## config.mk

```make
export PLATFORM = sky130hd
export DESIGN_NAME = i2c_master_transaction_sequencer
export DESIGN_NICKNAME = d
export VERILOG_FILES = /design/src/rtl/i2cmts_pkg.sv /design/src/rtl/i2cmts_send_table.sv /design/src/rtl/i2c_master_transaction_sequencer.sv
export SDC_FILE = /design/constraint.sdc
export NUM_CORES = 1
export LEC_CHECK = 0
export BUFFER_PORTS_ARGS = -buffer_cell sky130_fd_sc_hd__buf_2
export CAP_MARGIN = 10
export CELL_PAD_IN_SITES_DETAIL_PLACEMENT = 1
export CELL_PAD_IN_SITES_GLOBAL_PLACEMENT = 1
export CORE_MARGIN = 5
export CORE_UTILIZATION = 30
export CTS_CLUSTER_DIAMETER = 150
export DETAILED_ROUTE_END_ITERATION = 12
export PLACE_DENSITY = 0.5
export SLEW_MARGIN = 15
export SYNTH_ARGS = -nofsm -noshare
export SYNTH_HDL_FRONTEND = slang
export SYNTH_SLANG_ARGS = --single-unit
```

## constraint.sdc

```tcl
create_clock -name clk -period 9 [get_ports clk]
set_input_delay 0.9 -clock clk [delete_from_list [all_inputs] [get_ports clk]]
set_output_delay 0.9 -clock clk [all_outputs]
set_load 0.01 [all_outputs]
```

## src/rtl/i2cmts_pkg.sv

```systemverilog
// ----------------------------------------------------------------------------
// I2C master transaction sequencer package
// Command, control, ack and outcome codes, engine status codes and the
// packed request and result layouts.
// ----------------------------------------------------------------------------
package i2cmts_pkg;

  localparam int SEND_DEPTH_DEF = 16;
  localparam int IN_TDATA_W     = 32;
  localparam int IN_TUSER_W     = 2;
  localparam int OUT_TDATA_W    = 48;
  localparam int CFG_IDX_W      = 2;
  localparam int CFG_DATA_W     = 8;

  typedef enum logic [1:0] {
    CMD_LOAD   = 2'd0,
    CMD_START  = 2'd1,
    CMD_STATUS = 2'd2
  } cmd_t;

  typedef enum logic [1:0] {
    CTL_CONT      = 2'd0,
    CTL_RSTART    = 2'd1,
    CTL_STOPSTART = 2'd2,
    CTL_STOP      = 2'd3
  } ctl_t;

  typedef enum logic [1:0] {
    ACK_LEAVE  = 2'd0,
    ACK_ASSERT = 2'd1,
    ACK_CLEAR  = 2'd2
  } ack_t;

  typedef enum logic [2:0] {
    OC_BUSY    = 3'd0,
    OC_OK      = 3'd1,
    OC_NODATA  = 3'd2,
    OC_NACK    = 3'd3,
    OC_ARB     = 3'd4,
    OC_BUSERR  = 3'd5,
    OC_UNKNOWN = 3'd6
  } outcome_t;

  typedef enum logic [1:0] {
    CFG_WRITE_COUNT = 2'd0,
    CFG_READ_COUNT  = 2'd1,
    CFG_TABLE_EN    = 2'd2
  } cfg_idx_t;

  // Engine status codes
  localparam logic [7:0] ST_BUS_ERROR   = 8'h00;
  localparam logic [7:0] ST_START       = 8'h08;
  localparam logic [7:0] ST_RSTART      = 8'h10;
  localparam logic [7:0] ST_ADDR_W_ACK  = 8'h18;
  localparam logic [7:0] ST_ADDR_W_NACK = 8'h20;
  localparam logic [7:0] ST_DATA_W_ACK  = 8'h28;
  localparam logic [7:0] ST_DATA_W_NACK = 8'h30;
  localparam logic [7:0] ST_ARB_LOST    = 8'h38;
  localparam logic [7:0] ST_ADDR_R_ACK  = 8'h40;
  localparam logic [7:0] ST_ADDR_R_NACK = 8'h48;
  localparam logic [7:0] ST_DATA_R_ACK  = 8'h50;
  localparam logic [7:0] ST_DATA_R_NACK = 8'h58;

  localparam logic [7:0] RX_COUNT_MAX = 8'hFF;

  // Request payload, last field in the lowest bits
  typedef struct packed {
    logic [1:0] pad;
    logic [1:0] entry_control;
    logic [7:0] entry_byte;
    logic [3:0] entry_index;
    logic [7:0] received_byte;
    logic [7:0] status_code;
  } in_data_t;

  // Result payload, last field in the lowest bits
  typedef struct packed {
    logic [5:0] pad;
    logic [7:0] bytes_received;
    logic [2:0] outcome;
    logic [7:0] receive_position;
    logic [7:0] receive_byte;
    logic       receive_valid;
    logic [7:0] transmit_byte;
    logic       transmit_valid;
    logic [1:0] ack_action;
    logic       clear_start;
    logic       issue_stop;
    logic       issue_start;
  } res_t;

  // Prefetched table reads for the current send position
  typedef struct packed {
    logic [7:0] tx_at_pos;
    logic [1:0] ctl_before_pos;
    logic [7:0] tx_first;
  } tbl_rd_t;

endpackage

```

## src/rtl/i2cmts_send_table.sv

```systemverilog
// ----------------------------------------------------------------------------
// I2C master transaction sequencer: send table
// Outgoing bytes and their control codes, with registered write-first reads
// and a mirror of slot zero.
// ----------------------------------------------------------------------------
module i2cmts_send_table #(
  parameter int DEPTH = i2cmts_pkg::SEND_DEPTH_DEF
) (
  input  logic                        clk,
  input  logic                        wr_en,
  input  logic [$clog2(DEPTH)-1:0]    wr_idx,
  input  logic [7:0]                  wr_tx,
  input  logic [1:0]                  wr_ctl,
  input  logic [$clog2(DEPTH)-1:0]    rd_pos,
  input  logic [$clog2(DEPTH)-1:0]    rd_prev,
  output i2cmts_pkg::tbl_rd_t         rd
);

  localparam int IW = $clog2(DEPTH);

  logic [7:0] mem_tx  [DEPTH];
  logic [1:0] mem_ctl [DEPTH];
  logic [7:0] tx_at_pos_r;
  logic [1:0] ctl_before_pos_r;
  logic [7:0] tx_first_r;

  always_ff @(posedge clk) begin
    if (wr_en) begin
      mem_tx[wr_idx]  <= wr_tx;
      mem_ctl[wr_idx] <= wr_ctl;
    end
  end

  // write-first so a load just ahead of a status event is seen
  always_ff @(posedge clk) begin
    if (wr_en && (wr_idx == rd_pos)) begin
      tx_at_pos_r <= wr_tx;
    end else begin
      tx_at_pos_r <= mem_tx[rd_pos];
    end
    if (wr_en && (wr_idx == rd_prev)) begin
      ctl_before_pos_r <= wr_ctl;
    end else begin
      ctl_before_pos_r <= mem_ctl[rd_prev];
    end
    if (wr_en && (wr_idx == IW'(0))) begin
      tx_first_r <= wr_tx;
    end
  end

  assign rd.tx_at_pos      = tx_at_pos_r;
  assign rd.ctl_before_pos = ctl_before_pos_r;
  assign rd.tx_first       = tx_first_r;

endmodule

```

## src/rtl/i2c_master_transaction_sequencer.sv

```systemverilog
// ----------------------------------------------------------------------------
// I2C master transaction sequencer
// Turns byte-engine status codes into engine commands for one transaction.
// ----------------------------------------------------------------------------
// Channels: requests enter on in_* (in_tuser carries the command: load a
// table slot, start a transaction or report a bus status). Every request gives
// exactly one result on out_* carrying the engine flag commands, the byte to
// transmit, any received byte with its index, the outcome code and the
// running receive count.
// The cfg_* port writes write_count, read_count and the table enable; write
// it only while no request is in flight.
// Path: a request passes through the input register, then the result register.
// Throughput: one request per cycle while results are taken; the send table is
// read ahead from the position the previous request leaves, so back-to-back
// status events never wait.
// Reset: sync, active low; clears the send position and receive count,
// sets the outcome to ok and the configuration to zero. Table slots are
// not cleared and must be loaded before use.
// Stall: while out_tready is low the result holds; one more request is taken
// into the input register, then in_tready drops.
// ----------------------------------------------------------------------------
module i2c_master_transaction_sequencer #(
  parameter int SEND_DEPTH = i2cmts_pkg::SEND_DEPTH_DEF
) (
  input  logic                                 clk,
  input  logic                                 rst_n,
  // status_code[7:0], received_byte[15:8], entry_index[19:16],
  // entry_byte[27:20], entry_control[29:28], zero pad[31:30]
  input  logic [i2cmts_pkg::IN_TDATA_W-1:0]    in_tdata,
  // command[1:0]
  input  logic [i2cmts_pkg::IN_TUSER_W-1:0]    in_tuser,
  input  logic                                 in_tvalid,
  output logic                                 in_tready,
  // issue_start[0], issue_stop[1], clear_start[2], ack_action[4:3],
  // transmit_valid[5], transmit_byte[13:6], receive_valid[14],
  // receive_byte[22:15], receive_position[30:23], outcome[33:31],
  // bytes_received[41:34], zero pad[47:42]
  output logic [i2cmts_pkg::OUT_TDATA_W-1:0]   out_tdata,
  output logic                                 out_tvalid,
  input  logic                                 out_tready,
  input  logic                                 cfg_we,
  input  logic [i2cmts_pkg::CFG_IDX_W-1:0]     cfg_index,
  input  logic [i2cmts_pkg::CFG_DATA_W-1:0]    cfg_wdata
);

  localparam int IW = $clog2(SEND_DEPTH);
  localparam int PW = $clog2(SEND_DEPTH + 1);

  // configuration
  logic [4:0] write_count_r;
  logic [7:0] read_count_r;
  logic       table_en_r;

  // input register
  logic                   s1_valid_r;
  logic [1:0]             s1_cmd_r;
  i2cmts_pkg::in_data_t   s1_data_r;

  // result register
  logic                   out_valid_r;
  i2cmts_pkg::res_t       res_r;
  i2cmts_pkg::res_t       res_nxt;

  // transaction state
  logic [PW-1:0]          pos_r;
  logic [PW-1:0]          pos_step;
  logic [PW-1:0]          pos_nxt;
  logic [PW-1:0]          pos_prev;
  logic [7:0]             rx_cnt_r;
  logic [7:0]             rx_cnt_step;
  logic [7:0]             rx_inc;
  i2cmts_pkg::outcome_t   outcome_r;
  i2cmts_pkg::outcome_t   outcome_step;

  // table access
  i2cmts_pkg::tbl_rd_t    tbl_rd;
  logic                   tbl_we;
  logic                   ld_ok;
  logic                   pos_in_tbl;
  logic [7:0]             tx_at_pos;
  i2cmts_pkg::ctl_t       ctl_after;
  i2cmts_pkg::ctl_t       cond;
  logic [PW-1:0]          pos_adv;
  logic                   pos_done;

  logic s1_adv;
  logic in_acc;

  // --------------------------------------------------------------------------
  // Handshake: the input register drains into the result register whenever
  // the result register is empty or being taken.
  // --------------------------------------------------------------------------
  assign s1_adv    = s1_valid_r && (!out_valid_r || out_tready);
  assign in_tready = !s1_valid_r || s1_adv;
  assign in_acc    = in_tvalid && in_tready;

  assign out_tvalid = out_valid_r;
  assign out_tdata  = res_r;

  always_ff @(posedge clk) begin
    if (!rst_n) begin
      s1_valid_r  <= 1'b0;
      out_valid_r <= 1'b0;
    end else begin
      if (in_acc) begin
        s1_valid_r <= 1'b1;
      end else if (s1_adv) begin
        s1_valid_r <= 1'b0;
      end
      if (s1_adv) begin
        out_valid_r <= 1'b1;
      end else if (out_tready) begin
        out_valid_r <= 1'b0;
      end
    end
  end

  always_ff @(posedge clk) begin
    if (in_acc) begin
      s1_cmd_r  <= in_tuser;
      s1_data_r <= in_tdata;
    end
    if (s1_adv) begin
      res_r <= res_nxt;
    end
  end

  // --------------------------------------------------------------------------
  // Configuration writes
  // --------------------------------------------------------------------------
  always_ff @(posedge clk) begin
    if (!rst_n) begin
      write_count_r <= '0;
      read_count_r  <= '0;
      table_en_r    <= 1'b0;
    end else if (cfg_we) begin
      case (i2cmts_pkg::cfg_idx_t'(cfg_index))
        i2cmts_pkg::CFG_WRITE_COUNT: write_count_r <= cfg_wdata[4:0];
        i2cmts_pkg::CFG_READ_COUNT:  read_count_r  <= cfg_wdata;
        i2cmts_pkg::CFG_TABLE_EN:    table_en_r    <= cfg_wdata[0];
        default: ;
      endcase
    end
  end

  // --------------------------------------------------------------------------
  // Send table. Reads are prefetched from the position that holds after this
  // cycle, so the data matches pos_r when the next request is processed.
  // --------------------------------------------------------------------------
  assign ld_ok    = (9'(s1_data_r.entry_index) < 9'(SEND_DEPTH));
  assign tbl_we   = s1_adv && (s1_cmd_r == i2cmts_pkg::CMD_LOAD) && ld_ok;
  assign pos_nxt  = s1_adv ? pos_step : pos_r;
  assign pos_prev = pos_nxt - PW'(1);

  i2cmts_send_table #(
    .DEPTH (SEND_DEPTH)
  ) u_send_table (
    .clk     (clk),
    .wr_en   (tbl_we),
    .wr_idx  (IW'(s1_data_r.entry_index)),
    .wr_tx   (s1_data_r.entry_byte),
    .wr_ctl  (s1_data_r.entry_control),
    .rd_pos  (pos_nxt[IW-1:0]),
    .rd_prev (pos_prev[IW-1:0]),
    .rd      (tbl_rd)
  );

  // Past the table the byte reads as zero; position saturates there.
  assign pos_in_tbl = (pos_r < PW'(SEND_DEPTH));
  assign tx_at_pos  = pos_in_tbl ? tbl_rd.tx_at_pos : 8'h00;
  assign pos_adv    = pos_in_tbl ? (pos_r + PW'(1)) : pos_r;
  assign ctl_after  = (!table_en_r || (pos_r == '0)) ? i2cmts_pkg::CTL_CONT
                                                     : i2cmts_pkg::ctl_t'(tbl_rd.ctl_before_pos);
  assign pos_done   = (9'(pos_r) >= 9'(write_count_r));
  assign rx_inc     = (rx_cnt_r < i2cmts_pkg::RX_COUNT_MAX) ? (rx_cnt_r + 8'd1) : rx_cnt_r;

  // --------------------------------------------------------------------------
  // Request decode: commands for the engine and the next transaction state
  // --------------------------------------------------------------------------
  always_comb begin
    res_nxt      = '0;
    pos_step     = pos_r;
    rx_cnt_step  = rx_cnt_r;
    outcome_step = outcome_r;
    cond         = i2cmts_pkg::CTL_CONT;

    case (i2cmts_pkg::cmd_t'(s1_cmd_r))
      i2cmts_pkg::CMD_LOAD: ;
      i2cmts_pkg::CMD_START: begin
        // ignored while a transaction is running
        if (outcome_r != i2cmts_pkg::OC_BUSY) begin
          rx_cnt_step         = '0;
          outcome_step        = i2cmts_pkg::OC_BUSY;
          res_nxt.issue_start = 1'b1;
        end
      end
      i2cmts_pkg::CMD_STATUS: begin
        case (s1_data_r.status_code)
          i2cmts_pkg::ST_BUS_ERROR: begin
            res_nxt.ack_action = i2cmts_pkg::ACK_ASSERT;
            res_nxt.issue_stop = 1'b1;
            outcome_step       = i2cmts_pkg::OC_BUSERR;
          end
          i2cmts_pkg::ST_START: begin
            res_nxt.clear_start = 1'b1;
            if (write_count_r != '0) begin
              res_nxt.transmit_valid = 1'b1;
              res_nxt.transmit_byte  = tbl_rd.tx_first;
              pos_step               = PW'(1);
            end else begin
              pos_step           = '0;
              res_nxt.issue_stop = 1'b1;
              outcome_step       = i2cmts_pkg::OC_NODATA;
            end
          end
          i2cmts_pkg::ST_RSTART: begin
            rx_cnt_step            = '0;
            res_nxt.transmit_valid = 1'b1;
            res_nxt.transmit_byte  = tx_at_pos;
            pos_step               = pos_adv;
            res_nxt.clear_start    = 1'b1;
          end
          i2cmts_pkg::ST_ARB_LOST: begin
            outcome_step = i2cmts_pkg::OC_ARB;
          end
          i2cmts_pkg::ST_ADDR_W_ACK, i2cmts_pkg::ST_DATA_W_ACK: begin
            if ((s1_data_r.status_code == i2cmts_pkg::ST_ADDR_W_ACK) &&
                (write_count_r == 5'd1)) begin
              res_nxt.issue_stop = 1'b1;
              outcome_step       = i2cmts_pkg::OC_NODATA;
            end else if ((s1_data_r.status_code == i2cmts_pkg::ST_DATA_W_ACK) && pos_done) begin
              // write phase over: restart for the read phase or finish
              if (read_count_r != '0) begin
                res_nxt.issue_start = 1'b1;
              end else begin
                res_nxt.issue_stop = 1'b1;
                outcome_step       = i2cmts_pkg::OC_OK;
              end
            end else begin
              if ((s1_data_r.status_code == i2cmts_pkg::ST_DATA_W_ACK) && (pos_r == '0)) begin
                cond = i2cmts_pkg::CTL_RSTART;
              end else begin
                cond = ctl_after;
              end
              case (cond)
                i2cmts_pkg::CTL_CONT: begin
                  res_nxt.transmit_valid = 1'b1;
                  res_nxt.transmit_byte  = tx_at_pos;
                  pos_step               = pos_adv;
                end
                i2cmts_pkg::CTL_RSTART: begin
                  res_nxt.issue_start = 1'b1;
                end
                i2cmts_pkg::CTL_STOPSTART: begin
                  res_nxt.issue_stop  = 1'b1;
                  res_nxt.issue_start = 1'b1;
                end
                default: begin
                  res_nxt.issue_stop = 1'b1;
                  outcome_step = (s1_data_r.status_code == i2cmts_pkg::ST_ADDR_W_ACK)
                               ? i2cmts_pkg::OC_NODATA : i2cmts_pkg::OC_OK;
                end
              endcase
            end
          end
          i2cmts_pkg::ST_ADDR_W_NACK, i2cmts_pkg::ST_DATA_W_NACK,
          i2cmts_pkg::ST_ADDR_R_NACK: begin
            res_nxt.issue_stop = 1'b1;
            outcome_step       = i2cmts_pkg::OC_NACK;
          end
          i2cmts_pkg::ST_ADDR_R_ACK: begin
            // ack the next byte unless it is the last one wanted
            res_nxt.ack_action = ((9'(rx_cnt_r) + 9'd1) < 9'(read_count_r))
                               ? i2cmts_pkg::ACK_ASSERT : i2cmts_pkg::ACK_CLEAR;
          end
          i2cmts_pkg::ST_DATA_R_ACK, i2cmts_pkg::ST_DATA_R_NACK: begin
            res_nxt.receive_valid    = 1'b1;
            res_nxt.receive_byte     = s1_data_r.received_byte;
            res_nxt.receive_position = rx_cnt_r;
            rx_cnt_step              = rx_inc;
            if (s1_data_r.status_code == i2cmts_pkg::ST_DATA_R_ACK) begin
              res_nxt.ack_action = ((9'(rx_inc) + 9'd1) < 9'(read_count_r))
                                 ? i2cmts_pkg::ACK_ASSERT : i2cmts_pkg::ACK_CLEAR;
            end else begin
              res_nxt.issue_stop = 1'b1;
              outcome_step       = i2cmts_pkg::OC_OK;
            end
          end
          default: begin
            outcome_step = i2cmts_pkg::OC_UNKNOWN;
          end
        endcase
      end
      default: ;
    endcase

    res_nxt.outcome        = outcome_step;
    res_nxt.bytes_received = rx_cnt_step;
  end

  // --------------------------------------------------------------------------
  // Transaction state: advance only as a request moves to the result register
  // --------------------------------------------------------------------------
  always_ff @(posedge clk) begin
    if (!rst_n) begin
      pos_r     <= '0;
      rx_cnt_r  <= '0;
      outcome_r <= i2cmts_pkg::OC_OK;
    end else if (s1_adv) begin
      pos_r     <= pos_step;
      rx_cnt_r  <= rx_cnt_step;
      outcome_r <= outcome_step;
    end
  end

endmodule

```

== Word level (Yosys, flattened, before mapping) ==
Memories as Yosys holds them, arrays and structs flattened. A register that Yosys moved wholly into a read port is not among the register bits.
Cells that the tools add are included.

* Register bits: 114
* Memory bits (writable): 160
* Input bits: 49
* Output and inout port bits: 50
* Logic and storage cells: 152
* Memories: 2

{| class="wikitable"
|+ Memories
! memory !! words !! width !! rd ports !! clocked after Yosys merged registers in !! write ports !! line !! source
|-
| u_send_table.mem_tx || 16 || 8 || 1 || 1 || 1 || i2cmts_send_table.sv:21 || <nowiki>logic [7:0] mem_tx [DEPTH];</nowiki>
|-
| u_send_table.mem_ctl || 16 || 2 || 1 || 1 || 1 || i2cmts_send_table.sv:22 || <nowiki>logic [1:0] mem_ctl [DEPTH];</nowiki>
|}

* Add/subtract/negate cells: 5
* $lt $le $gt $ge: 5
* Equal/unequal tests: 18
* Multiplexer cells: 59
* Reductions and logical operators: 37

{| class="wikitable"
|+ Operators with widths
! cell !! count
|-
| $mux W9 || 4
|-
| $eq A8 B6 Y1 const B || 4
|-
| $eq A8 B7 Y1 const B || 4
|-
| $pmux W8 S2 || 2
|-
| $mux W5 || 6
|-
| $pmux W9 S3 || 1
|-
| $mux W8 || 3
|-
| $mux W2 || 11
|-
| $mux W3 || 7
|-
| $pmux W3 S7 || 1
|-
| $mux W1 || 19
|-
| $add A8 B1 Y9 const B || 2
|-
| $lt A9 B8 Y1 || 2
|-
| $eq A8 B5 Y1 const B || 2
|-
| $pmux W5 S3 || 1
|-
| $reduce_or A2 Y1 || 6
|-
| $add A8 B1 Y8 const B || 1
|-
| $eq A8 B4 Y1 const B || 1
|-
| $logic_not A8 Y1 || 1
|-
| $lt A8 B8 Y1 const B || 1
|-
| $reduce_and A2 Y1 || 4
|-
| $reduce_bool A8 Y1 || 1
|-
| $logic_and A1 B1 Y1 || 7
|-
| $eq A2 B1 Y1 const B || 3
|-
| 20 further kinds || 30
|}

== Depth between registers and ports, before layout ==
Gate-level depths: netlist of run 1.

* Depth after elaboration: 16
* Mapped depth: 15
* Gate-level depth less buffers: 14

== Modules after synthesis ==
A second synthesis of run 1 with hierarchy kept.

* Cells, all modules: 813
* Area, all modules: 12022.8 um^2

{| class="wikitable"
|+ By module, submodules not included
! module !! times used !! cells an instance !! area an instance (um^2) !! seq. area each (um^2)
|-
| i2cmts_send_table || 1 || 282 || 6356.1 || 4964.8
|-
| i2c_master_transaction_sequencer || 1 || 531 || 5666.7 || 2862.7
|}

== Worst setup path after synthesis of run 1 ==
OpenSTA, ideal clock, no wires.

* Path type: input to register
* From: in out_tready
* To: mem u_send_table.mem_ctl[12][0], enable pin
* Setup time: 0.390 ns
* Arrival time: 3.825 ns
* Required time: 8.610 ns
* Slack: 4.786 ns
* Cell stages on the path: 6
* Path buffers: 1
* Path through: nor2b_1 nand2b_1 inv_1 clkbuf_1 nand4_1 nor3_1

* Word-level cells in the longest chain between the ends: 5

{| class="wikitable"
|+ Ends and longest elaborated chain
! element !! line !! source
|-
| from (decl) || i2c_master_transaction_sequencer.sv:40 || <nowiki>input logic out_tready,</nowiki>
|-
| $logic_or A1 B1 Y1 || i2c_master_transaction_sequencer.sv:93 || <nowiki>assign s1_adv = s1_valid_r && (!out_valid_r || out_tready);</nowiki>
|-
| $logic_and A1 B1 Y1 || i2c_master_transaction_sequencer.sv:93 ||
|-
| net s1_adv || i2c_master_transaction_sequencer.sv:86 || <nowiki>logic s1_adv;</nowiki>
|-
| $logic_and A1 B1 Y1 || i2c_master_transaction_sequencer.sv:151 || <nowiki>assign tbl_we = s1_adv && (s1_cmd_r == i2cmts_pkg::CMD_LOAD) && ld_ok;</nowiki>
|-
| $mux W1 || i2cmts_send_table.sv:28 || <nowiki>if (wr_en) begin</nowiki>
|-
| $mux W1 (implied by the code) || i2cmts_send_table.sv:30 || <nowiki>mem_ctl[wr_idx] <= wr_ctl;</nowiki>
|-
| to (decl) || i2cmts_send_table.sv:22 ||
|}

The timed path passes the listed nets, and every way through them passes these cells.

==> results of run 1 <==
-- per-layer routing --
metal  up-vias  part of all wire [%]
li1       3307                     -
met1      3598                    42
met2       104                    53
met3        36                   3.6
met4         0                   1.5
met5         -                     0
-- logic make-up after synthesis --
logic type	after synthesis	share of synthesized area, %
xor gates and xnor gates	12	0.887
adders and majority gates	30	3.17
other	1	0.0316
DFF	274	66.0
AOI/OAI and AO/OA	124	6.91
buffers and inverters	75	2.59
and+or+nand+nor	232	9.87
muxes	63	10.5
-- layout make-up --
class                      count  area share [%]
clock inverter                13           0.981
multi-input combinational    467            27.1
sequential                   274            56.3
timing repair buffer         106            4.10
tap                          518            4.66
clock buffer                  42            5.94
inverter                      36           0.972
-- flip-flops by register name, summed over array words and instances, names as in the netlist, named ones only --
| name | cells |
|---|---|
| pos_r | 5 |
| out_tdata | 42 |
| s1_data_r | 30 |
| u_send_table.mem_ctl | 32 |
| s1_valid_r | 1 |
| read_count_r | 8 |
| out_tvalid | 1 |
| write_count_r | 5 |
| u_send_table.tx_first_r | 7 |
| u_send_table.mem_tx | 121 |
| s1_cmd_r | 2 |
| table_en_r | 1 |
| outcome_r | 3 |
| rx_cnt_r | 8 |
-- per-stage QoR --
stage	std cells	worst slack [ns]	hold WS (ns)	area, um2
finish	1456	4.95	0.493	13900
detailed placement	1401	4.84	0.517	12900
global route	1456	4.62	0.468	13900
floorplan	816	4.79	0.472	11900
CTS	1456	4.79	0.462	13900
global placement	1401	4.85	0.500	12900
-- layout by cell type (no fill, tap or decap), types with 4 or more instances in the layout --
cell type,netlist,final
a21oi_1,32,32
nor2_2,0,5
nor2_1,57,52
nand4_1,6,6
nor2b_1,28,28
clkinv_2,0,4
a22oi_1,11,11
nor3_1,14,14
buf_2,2,90
or3_1,4,4
a21boi_1,4,4
o21ai_1,13,13
nor4_1,4,4
nand2_1,56,56
xor2_1,5,5
a31oi_1,4,4
ha_1,30,30
mux2i_1,12,12
dfxtp_1,40,39
edfxtp_1,234,234
buf_4,6,16
conb_1,1,6
xnor2_1,7,7
and3_1,19,19
mux4_2,49,49
clkbuf_16,0,30
a21o_1,4,4
o21ai_0,23,23
nand3_1,16,16
clkinv_1,0,5
inv_1,36,35
clkbuf_1,26,9
nand2b_1,9,9
-- worst max-delay path by stage --
stage                     from  slack, ns  depth (start not counted)                                     to
finish                register       4.95                         11             out_tdata[6]$_SDFFCE_PN0P_
global placement      register       4.85                         11             out_tdata[7]$_SDFFCE_PN0P_
floorplan           out_tready       4.79                          6  u_send_table.mem_ctl[12][0]$_DFFE_PP_
detailed placement    register       4.84                         11             out_tdata[6]$_SDFFCE_PN0P_
CTS                   register       4.79                         11             out_tdata[6]$_SDFFCE_PN0P_
global route          register       4.62                         11             out_tdata[7]$_SDFFCE_PN0P_
-- power breakdown --
part / leakage, nW / internal (mW) / switching [mW] / total (mW)
logic: 1.85 / 0.0377 / 0.0658 / 0.103
registers: 2.46 / 1.40 / 0.0245 / 1.43
clock network: 0.465 / 0.696 / 0.502 / 1.20
total: 4.77 / 2.14 / 0.592 / 2.73
==> results.tsv, run 1 <==
metric	value	unit
netlist_area	0.0119	mm2
drt-initial-drc-count	307	
cp_data_required_time	9.40	ns
io_buffer_count	90	
min_delay_path_depth	1	
synth_seq_cells	274	
relSlewSlack	33.3	%
die_y	209	um
slew_viol_final	0	
cp-end-kind	register	
drt_pre_antenna_iters	4	
min_path_type	in -> reg	
grt_max_degree	46	
power_density	196	mW/mm2
synth_top_area_cell	edfxtp_1	
clkLatencyLatePin	0.58	ns
ys_types	68	
final_hold_viol_count	0	
critPathBufInv	1	
drive_gt1_share	23.5	%
skew	0.0190	ns
met1_usage	17.6	%
synth_area_leaders	edfxtp_1, mux4_2, dfxtp_1	
htree_num_levels	1	
ff2ff_path_depth	11	
cpLargestDelayFamily	simple AND/OR/NAND/NOR gates	
setup_viol	0	
avgRoutedWirePerCell	21.5	um
drv_cap	0	
multi_input_area	0.00376	mm2
numCtsBuffers	30	
grt_overflow	0	
gp_congestion	0.764	
max-vdd-ir-drop	0.171	mV
hpwl	20.5	mm
synthArstFlopShare	0	%
cts-root-buf	clkbuf_16	
hold_start	in_tdata[26]	
grt_antenna_before_repair	0	
vias	7045	
rsz0062_at_grt	no	
grt_pass1_wl	47.8	mm
slowest_stage	nor2_1	
status	completed	
cts_tree	built	
syn_inst	811	
initial_core_util	30.5	%
synth_edf_count	234	
p_leak	4.77	nW
rows	72	
nNetsFinal	994	
power	2.73	mW
crit_path_frequent_cell	nor2_1	
synth_area_per_cell	14.6	um2
cts_sinks	274	
synth_common_cells	edfxtp_1, nor2_1, nand2_1	
met2_usage	26.2	%
fin_crit_sh	45.0	%
ctsResizeCount	0	
drc_errors	0	
yosysWarningCount	0	
fmax	0.247	GHz
critPathMaxStageDelay	0.82	ns
synth_top_cell_area_share	59.3	%
worstMarginPinSlew	0.997	ns
ios	99	
cp_max_fo	8	
yosysMostFrequentCell	edfxtp_1	
nFillCells	4093	
ff2ff_setup_slack	4.95	ns
totalNegativeSetupSlack	0	ns
whs_endpoint	s1_data_r[26]$_DFFE_PP_	
core	0.0389	mm2
regArea	0.00783	mm2
reg2reg_to	out_tdata[6]$_SDFFCE_PN0P_	
cts_setup_buffers	0	
syn_to_final_growth	17.3	%
path_clk_slew	0.06	ns
seq_area_frac_synth	66.0	%
clockBufferDepth	3	
fin_crit	4.05	ns
grt.total_usage	14.1	%
die_w	209	um
cp-start-kind	register	
postLayoutCoreUtil	35.7	%
path_class	reg -> reg	
drtAntennaViolNets	0	
vias_per_cell	4.84	
die_area	0.0436	mm2
grt_pass1_vias	7476	
path_cells	mux4_2, mux2_2, a21oi_1, o22ai_1, inv_1, ha_1, a31o_2, o21ai_1, nor2_1, a22oi_1, nor2_1	
top_usage_layer	met2	
synthFlopType	edfxtp_1	
crit_arrival	4.45	ns
routed_wl	31.3	mm
grt_use_met3	2.25	%
antenna_cells	0	
hold_buffers	0	
Note: power is estimated with default switching activity, not from simulation.
==> inputs of run 2 (changes only) <==
--- a/config.mk
+++ b/config.mk
@@ -5,6 +5,7 @@
 export SDC_FILE = /design/constraint.sdc
 export NUM_CORES = 1
 export LEC_CHECK = 0
+export ABC_AREA = 1
 export BUFFER_PORTS_ARGS = -buffer_cell sky130_fd_sc_hd__buf_2
 export CAP_MARGIN = 10
 export CELL_PAD_IN_SITES_DETAIL_PLACEMENT = 1
@@ -13,7 +14,7 @@
 export CORE_UTILIZATION = 30
 export CTS_CLUSTER_DIAMETER = 150
 export DETAILED_ROUTE_END_ITERATION = 12
-export PLACE_DENSITY = 0.5
+export PLACE_DENSITY = 0.52
 export SLEW_MARGIN = 15
 export SYNTH_ARGS = -nofsm -noshare
 export SYNTH_HDL_FRONTEND = slang
==> constraint.sdc (replaced) <==
create_clock -name clk -period 4.2 [get_ports clk]
set_input_delay 0.42 -clock clk [delete_from_list [all_inputs] [get_ports clk]]
set_output_delay 0.42 -clock clk [all_outputs]
set_load 0.01 [all_outputs]
==> run 2 against run 1 <==
Net effect:
- utilization grew 0.32 points
- first-iteration DRC count grew 6.5%
- synthesized cell count grew 43%
- largest cell class unchanged
- highest routed layer unchanged
==> results.tsv, run 2 <==
metric	value	unit	change
status	completed		unchanged
synthFlopType	edfxtp_1		unchanged
p_leak	5.75	nW	was 4.77 nW
cp_data_required_time	4.66	ns	was 9.40 ns
min_path_type	in -> reg		unchanged
final_hold_viol_count	0		unchanged
cp-end-kind	register		unchanged
drc_errors	0		unchanged
regArea	0.00783	mm2	unchanged
layout_commonest_cell	edfxtp_1		unchanged
ys_types	43		was 68
regMostFlops	u_send_table.mem_tx		unchanged
setup_viol	0		unchanged
core	0.0406	mm2	was 0.0389 mm2
vias_per_cell	4.71		was 4.84
multi_input_area	0.00370	mm2	was 0.00376 mm2
synth_edf_count	234		unchanged
cts_tree	built		unchanged
yosysMostFrequentCell	edfxtp_1		unchanged
grt.total_usage	15.2	%	was 14.1%
setup_ws	0.835	ns	was 4.95 ns
relSlewSlack	48.5	%	was 33.3%
synth_top_area_cell	edfxtp_1		unchanged
clockBufferDepth	3		unchanged
die_w	212	um	was 209 um
avgRoutedWirePerCell	18.6	um	was 21.5 um
numCtsBuffers	31		was 30
synth_area_leaders	edfxtp_1, dfxtp_1, nor2_1		was edfxtp_1, mux4_2, dfxtp_1
cts-root-buf	clkbuf_16		unchanged
seq_area_frac_synth	64.0	%	was 66.0%
drv_cap	0		unchanged
synthArstFlopShare	0	%	unchanged
largest_register_ffs	121		unchanged
cts_sinks	274		unchanged
io_buffer_count	90		unchanged
path_class	reg -> reg		unchanged
rsz0062_at_grt	no		unchanged
power_density	419	mW/mm2	was 196 mW/mm2
totalNegativeSetupSlack	0	ns	unchanged
fin_crit	3.37	ns	was 4.05 ns
vias	8727		was 7045
htree_num_levels	1		unchanged
synth_seq_cells	274		unchanged
gp_congestion	0.806		was 0.764
ios	99		unchanged
cp_max_fo	17		was 8
cts_setup_buffers	0		unchanged
netlist_area	0.0122	mm2	was 0.0119 mm2
crit_arrival	3.83	ns	was 4.45 ns
pre_cts_slack	0.739	ns	was 4.84 ns
drt-initial-drc-count	327		was 307
syn_to_final_growth	19.6	%	was 17.3%
synth_common_cells	edfxtp_1, nor2_1, nand2_1		unchanged
initial_core_util	30.1	%	was 30.5%
routed_wl	34.4	mm	was 31.3 mm
syn_inst	1159		was 811
fmax	0.297	GHz	was 0.247 GHz
die_area	0.0449	mm2	was 0.0436 mm2
synth_area_per_cell	10.5	um2	was 14.6 um2
max-vdd-ir-drop	0.354	mV	was 0.171 mV
yosysWarningCount	0		unchanged
skew	0.0147	ns	was 0.0190 ns
synth_top_cell_area_share	57.5	%	was 59.3%
path_clk_slew	0.06	ns	about the same
grt_pass1_wl	53.3	mm	was 47.8 mm
final_cell_mix	edfxtp_1, nor2_1, nand2_1		was edfxtp_1, buf_2, nand2_1
nNetsFinal	1373		was 994
nFillCells	4591		was 4093
cp-start-kind	register		unchanged
grt_antenna_before_repair	1		was 0
rows	74		was 72
ctsResizeCount	0		unchanged
slew_viol_final	0		unchanged
die_y	212	um	was 209 um
fin_crit_sh	80.1	%	was 45.0%
grt_max_degree	65		was 46
worstMarginPinSlew	0.771	ns	was 0.997 ns
hpwl	23.5	mm	was 20.5 mm
drtAntennaViolNets	0		unchanged
clkLatencyLatePin	0.58	ns	about the same
grt_pass1_vias	9178		was 7476
drt_pre_antenna_iters	5		was 4
grt_overflow	0		unchanged
drive_gt1_share	15.2	%	was 23.5%
-- run 2: cell types whose count changed after synthesis, sizes merged, moves of 9 or more --
| cell | change |
|---|---|
| a21oi | +20 |
| and3 | -19 |
| inv | +94 |
| mux2i | -12 |
| mux4 | -49 |
| nand2 | +94 |
| nand2b | -9 |
| nand3 | +38 |
| nor2 | +134 |
| nor2b | -28 |
| o211ai | +23 |
| o21ai | +97 |
-- run 2: path summary, 6_finish.rpt --
kind	slack (ns)	depth (start not counted)	startpoint	endpoint
setup / recovery	0.83	17	register	register
hold / removal	0.03	1	in_tdata[9]	s1_data_r[9]$_DFFE_PP_
setup reg to reg	0.83	17	register	register
hold reg to reg	0.50	2	write_count_r[2]$_SDFFE_PN0P_	write_count_r[2]$_SDFFE_PN0P_
-- run 2: what timing repair did --
| action | in CTS | in global routing |
|---|---|---|
| endpoints found under the hold margin | 27 | 0 |
| setup endpoints to repair | 0 | 0 |
| hold buffers | 27 | 0 |
-- run 2: cells by family after synthesis --
| kind of cell | count (synthesis) | synth area share, % |
|---|---|---|
| AOI/OAI and AO/OA | 245 | 11.4 |
| xor gates and xnor gates | 10 | 0.717 |
| adders and majority gates | 30 | 3.07 |
| buffers and inverters | 178 | 5.83 |
| DFF | 274 | 64.0 |
| other | 1 | 0.0307 |
| and+or+nand+nor | 421 | 14.9 |
-- run 2: report_power, final --
group	total (mW)	switching [mW]	leakage (nW)	internal (mW)
clock network	2.73	1.13	0.505	1.60
registers	3.07	0.0542	2.46	3.01
logic	0.331	0.211	2.78	0.120
total	6.13	1.39	5.75	4.73
-- run 2: cell type report --
cell class | count | area share (%)
flip-flops and latches | 274 | 53.5
well taps | 532 | 4.55
diodes | 1 | 0.0171
inverters | 134 | 3.44
repair buffers | 141 | 6.16
multi-input cells | 712 | 25.3
clock inverters | 24 | 1.61
clock buffers | 34 | 5.38
-- run 2: critical path: stages, from the launching register on --
cell and delay (ns):
dfxtp_1 0.67, inv_1 0.38, nor2_1 0.17, nor2_1 0.05, o21ai_0 0.08, o21ai_0 0.09, o21ai_0 0.20, nand2_1 0.08
a32oi_1 0.26, ha_1 0.25, nand2_2 0.08, o21ai_2 0.25, buf_4 0.23, nand3_1 0.10, nand2_1 0.16, nor2_1 0.08
nand3_1 0.07, nand2_1 0.06
-- run 2: per-stage QoR --
step	instances	instance area (um2)	power, mW	hold WS (ns)	util, %
detailed placement	1766	13300	3.45	0.483	32.9
CTS	1851	14600	6.23	0.00344	36.1
global placement	1766	13300	3.44	0.480	32.9
global route	1852	14600	6.39	0.00118	36.1
floorplan	1164	12200	3.31	0.429	-
finish	1852	14600	6.13	0.0252	36.1
-- run 2: metal layers --
layer | part of all wire (%) | global-route usage, %
met5 | 0 | 0
met4 | 1.9 | 3.27
met3 | 2.9 | 1.93
met2 | 51 | 27.3
met1 | 44 | 19.6
==> inputs of run 3 (changes only) <==
--- a/config.mk
+++ b/config.mk
@@ -14,7 +14,7 @@
 export CORE_UTILIZATION = 30
 export CTS_CLUSTER_DIAMETER = 150
 export DETAILED_ROUTE_END_ITERATION = 12
-export PLACE_DENSITY = 0.52
+export PLACE_DENSITY = 0.54
 export SLEW_MARGIN = 15
 export SYNTH_ARGS = -nofsm -noshare
 export SYNTH_HDL_FRONTEND = slang
==> constraint.sdc (replaced) <==
create_clock -name clk -period 2.75 [get_ports clk]
set_input_delay 0.275 -clock clk [delete_from_list [all_inputs] [get_ports clk]]
set_output_delay 0.275 -clock clk [all_outputs]
set_load 0.01 [all_outputs]
==> run 3 against run 2 <==
Net effect:
- the flow now finishes with violations (negative setup slack)
- maximum frequency up 20%
- clock power up 59%
- worst setup slack worse by 0.88 ns
- worst hold slack better by 0.051 ns
- count of clock-buffer cells in the layout up 12
- wire length up 1.4%
- sequential power up 52%
- die area unchanged
- register-to-register slack worse by 0.88 ns
- non-clock buffer count up 72
- final cell count up 3.9%
- flip-flop and latch count unchanged
- largest cell class unchanged
==> results.tsv, run 3 (synthesis results as in run 2) <==
metric	value	unit	change
gp_congestion	0.814		was 0.806
largest_register_ffs	121		unchanged
switching_share	22.7	%	about the same
wl_met1	15.7	mm	was 15.3 mm
final_cell_mix	edfxtp_1, nor2_1, nand2_1		unchanged
path_clk_slew	0.05	ns	was 0.06 ns
totalNegativeSetupSlack	-0.0577	ns	was 0 ns
routed.top_layer	met4		unchanged
avgRoutedWirePerCell	18.1	um	was 18.6 um
power_frac_comb	6.4	%	was 5.4%
clkLatencyLatePin	0.55	ns	was 0.58 ns
die_area	0.0449	mm2	unchanged
grt_max_degree	51		was 65
wl_met2	17.5	mm	was 17.4 mm
cts_tree	built		unchanged
slowest_stage	dfxtp_4		was dfxtp_1
hpwl	24.5	mm	was 23.5 mm
drt-initial-drc-count	390		was 327
drc_errors	0		unchanged
fmax	0.358	GHz	was 0.297 GHz
p_seq_share	48.6	%	was 50.1%
drive_gt1_share	21.5	%	was 15.2%
setup_ws	-0.0453	ns	was 0.835 ns
fin_crit	2.80	ns	was 3.37 ns
relSlewSlack	47.3	%	was 48.5%
rows	74		unchanged
cts_sinks	274		unchanged
grt_overflow	0		unchanged
initial_core_util	30.1	%	unchanged
vias	8959		was 8727
ios	99		unchanged
vias_per_cell	4.65		was 4.71
fin_area	0.0155	mm2	was 0.0146 mm2
crit_arrival	3.07	ns	was 3.83 ns
grt_pass1_wl	53.5	mm	was 53.3 mm
cp_data_required_time	3.03	ns	was 4.66 ns
grt_antenna_before_repair	0		was 1
wl_met3	1.13	mm	was 1.01 mm
drv_cap	0		unchanged
syn_to_final_growth	26.4	%	was 19.6%
setup_viol	2		was 0
crit_path_frequent_cell	nand2_1		
p_clk_share	45.0	%	was 44.5%
numCtsBuffers	34		was 31
path_class	reg -> reg		unchanged
routed_wl	34.9	mm	was 34.4 mm
die_y	212	um	unchanged
min_path_type	in -> reg		unchanged
netSwitchingPower	2.18	mW	was 1.39 mW
cp-start-kind	register		unchanged
antenna_cells	0		was 1
grt.total_usage	15.3	%	was 15.2%
pre_cts_slack	-0.136	ns	was 0.739 ns
clockBufferDepth	3		unchanged
drt_pre_antenna_iters	5		unchanged
cp-end-kind	register		unchanged
grt_pass1_vias	9341		was 9178
critPathMaxStageDelay	0.36	ns	was 0.67 ns
cts-root-buf	clkbuf_16		unchanged
status	complete, but fails checks		was completed
power	9.62	mW	was 6.13 mW
nNetsFinal	1448		was 1373
drtAntennaViolNets	0		unchanged
p_leak	6.17	nW	was 5.75 nW
io_buffer_count	90		unchanged
p_int	7.44	mW	was 4.73 mW
final_hold_viol_count	0		unchanged
fin_crit_sh	102	%	was 80.1%
rsz0062_at_grt	yes		was no
core	0.0406	mm2	unchanged
cp_max_fo	5		was 17
layout_commonest_cell	edfxtp_1		unchanged
worstMarginPinSlew	0.782	ns	was 0.771 ns
path_cells	ha_4, nand2_4, nor2_4, nand2_4, nand2_2, nand2_2, inv_2, ha_4, inv_2, nor3_4, xor2_1, ha_1, inv_2, nor3_2, nor3_2, nand2_1, nand3_1, nand2_1, nand2_2, nand2_1, nand2_1, a21oi_2		was inv_1, nor2_1, nor2_1, o21ai_0, o21ai_0, o21ai_0, nand2_1, a32oi_1, ha_1, nand2_2, o21ai_2, buf_4, nand3_1, nand2_1, nor2_1, nand3_1, nand2_1
max-vdd-ir-drop	0.481	mV	was 0.354 mV
slew_viol_final	0		unchanged
violations	negative setup slack		
skew	0.0231	ns	was 0.0147 ns
die_w	212	um	unchanged
placed_cell_area	0.0138	mm2	was 0.0133 mm2
htree_num_levels	2		was 1
power_density	623	mW/mm2	was 419 mW/mm2
hold_slack	0.0764	ns	was 0.0252 ns
regMostFlops	u_send_table.mem_tx		unchanged
[run 3: cell types whose count changed in the layout (fill, tap and decap cells not counted), moves of 5 or more]
cell and delta:
buf_4 +62, clkbuf_1 +7, clkinv_1 -6, dlygate4sd3_1 +7
ha_1 -5, nand2_1 -6
[run 3: final cells by class]
class,instances,area (um2)
clock buffer,46,927
timing repair buffer,213,1490
sequential,274,7840
clock inverter,14,163
tap,532,666
fill,4533,25100
multi-input combinational,712,3860
inverter,134,505
[run 3: worst paths after layout]
check | start | endpoint | cells past startpoint | slack, ns
worst max-delay path | rx_cnt_r[0]$_SDFFE_PN0P_ | out_tdata[4]$_SDFFCE_PN0P_ | 22 | -0.05
worst min-delay path | cfg_wdata[6] | read_count_r[6]$_SDFFE_PN0P_ | 3 | 0.08
worst max register to register | rx_cnt_r[0]$_SDFFE_PN0P_ | out_tdata[4]$_SDFFCE_PN0P_ | 22 | -0.05
worst min register to register | write_count_r[2]$_SDFFE_PN0P_ | write_count_r[2]$_SDFFE_PN0P_ | 2 | 0.50
[run 3: power groups by stage]
stage	Combinational [mW]	Sequential, mW	Clock [mW]
after detailed placement	0.539	4.77	0
after CTS	0.599	4.68	4.46
after floorplan	0.295	4.76	0
after global placement	0.530	4.76	0
final	0.614	4.68	4.33
after global routing	0.690	4.69	4.65
[run 3: what timing repair did]
action	CTS	global route
pin swaps	6	19
resized for setup	9	31
hold endpoints to repair	34	0
setup endpoints to repair	3	24
hold buffers	34	0
buffers inserted	3	4
[run 3: routing by layer]
metal / global-route usage (%) / up-vias
met5: 0 / -
met1: 19.9 / 4393
li1: - / 4417
met4: 3.95 / 0
met2: 26.8 / 118
met3: 2.52 / 31
[run 3: worst max-delay path, delay by kind of cell (launching register included)]
family,cells,cell delay [ns]
xor+xnor,1,0.17
flops,1,0.36
buf+inv,3,0.19
simple gates,14,1.25
fa+ha+maj,3,0.54
compound gates,1,0.05
[run 3: through the flow]
stage	utilization [%]	std cells
6_report	38.1	1925
5_1_grt	38.1	1925
4_1_cts	37.8	1921
3_5_place_dp	34.1	1824
3_3_place_gp	34.1	1824
2_1_floorplan	-	1164
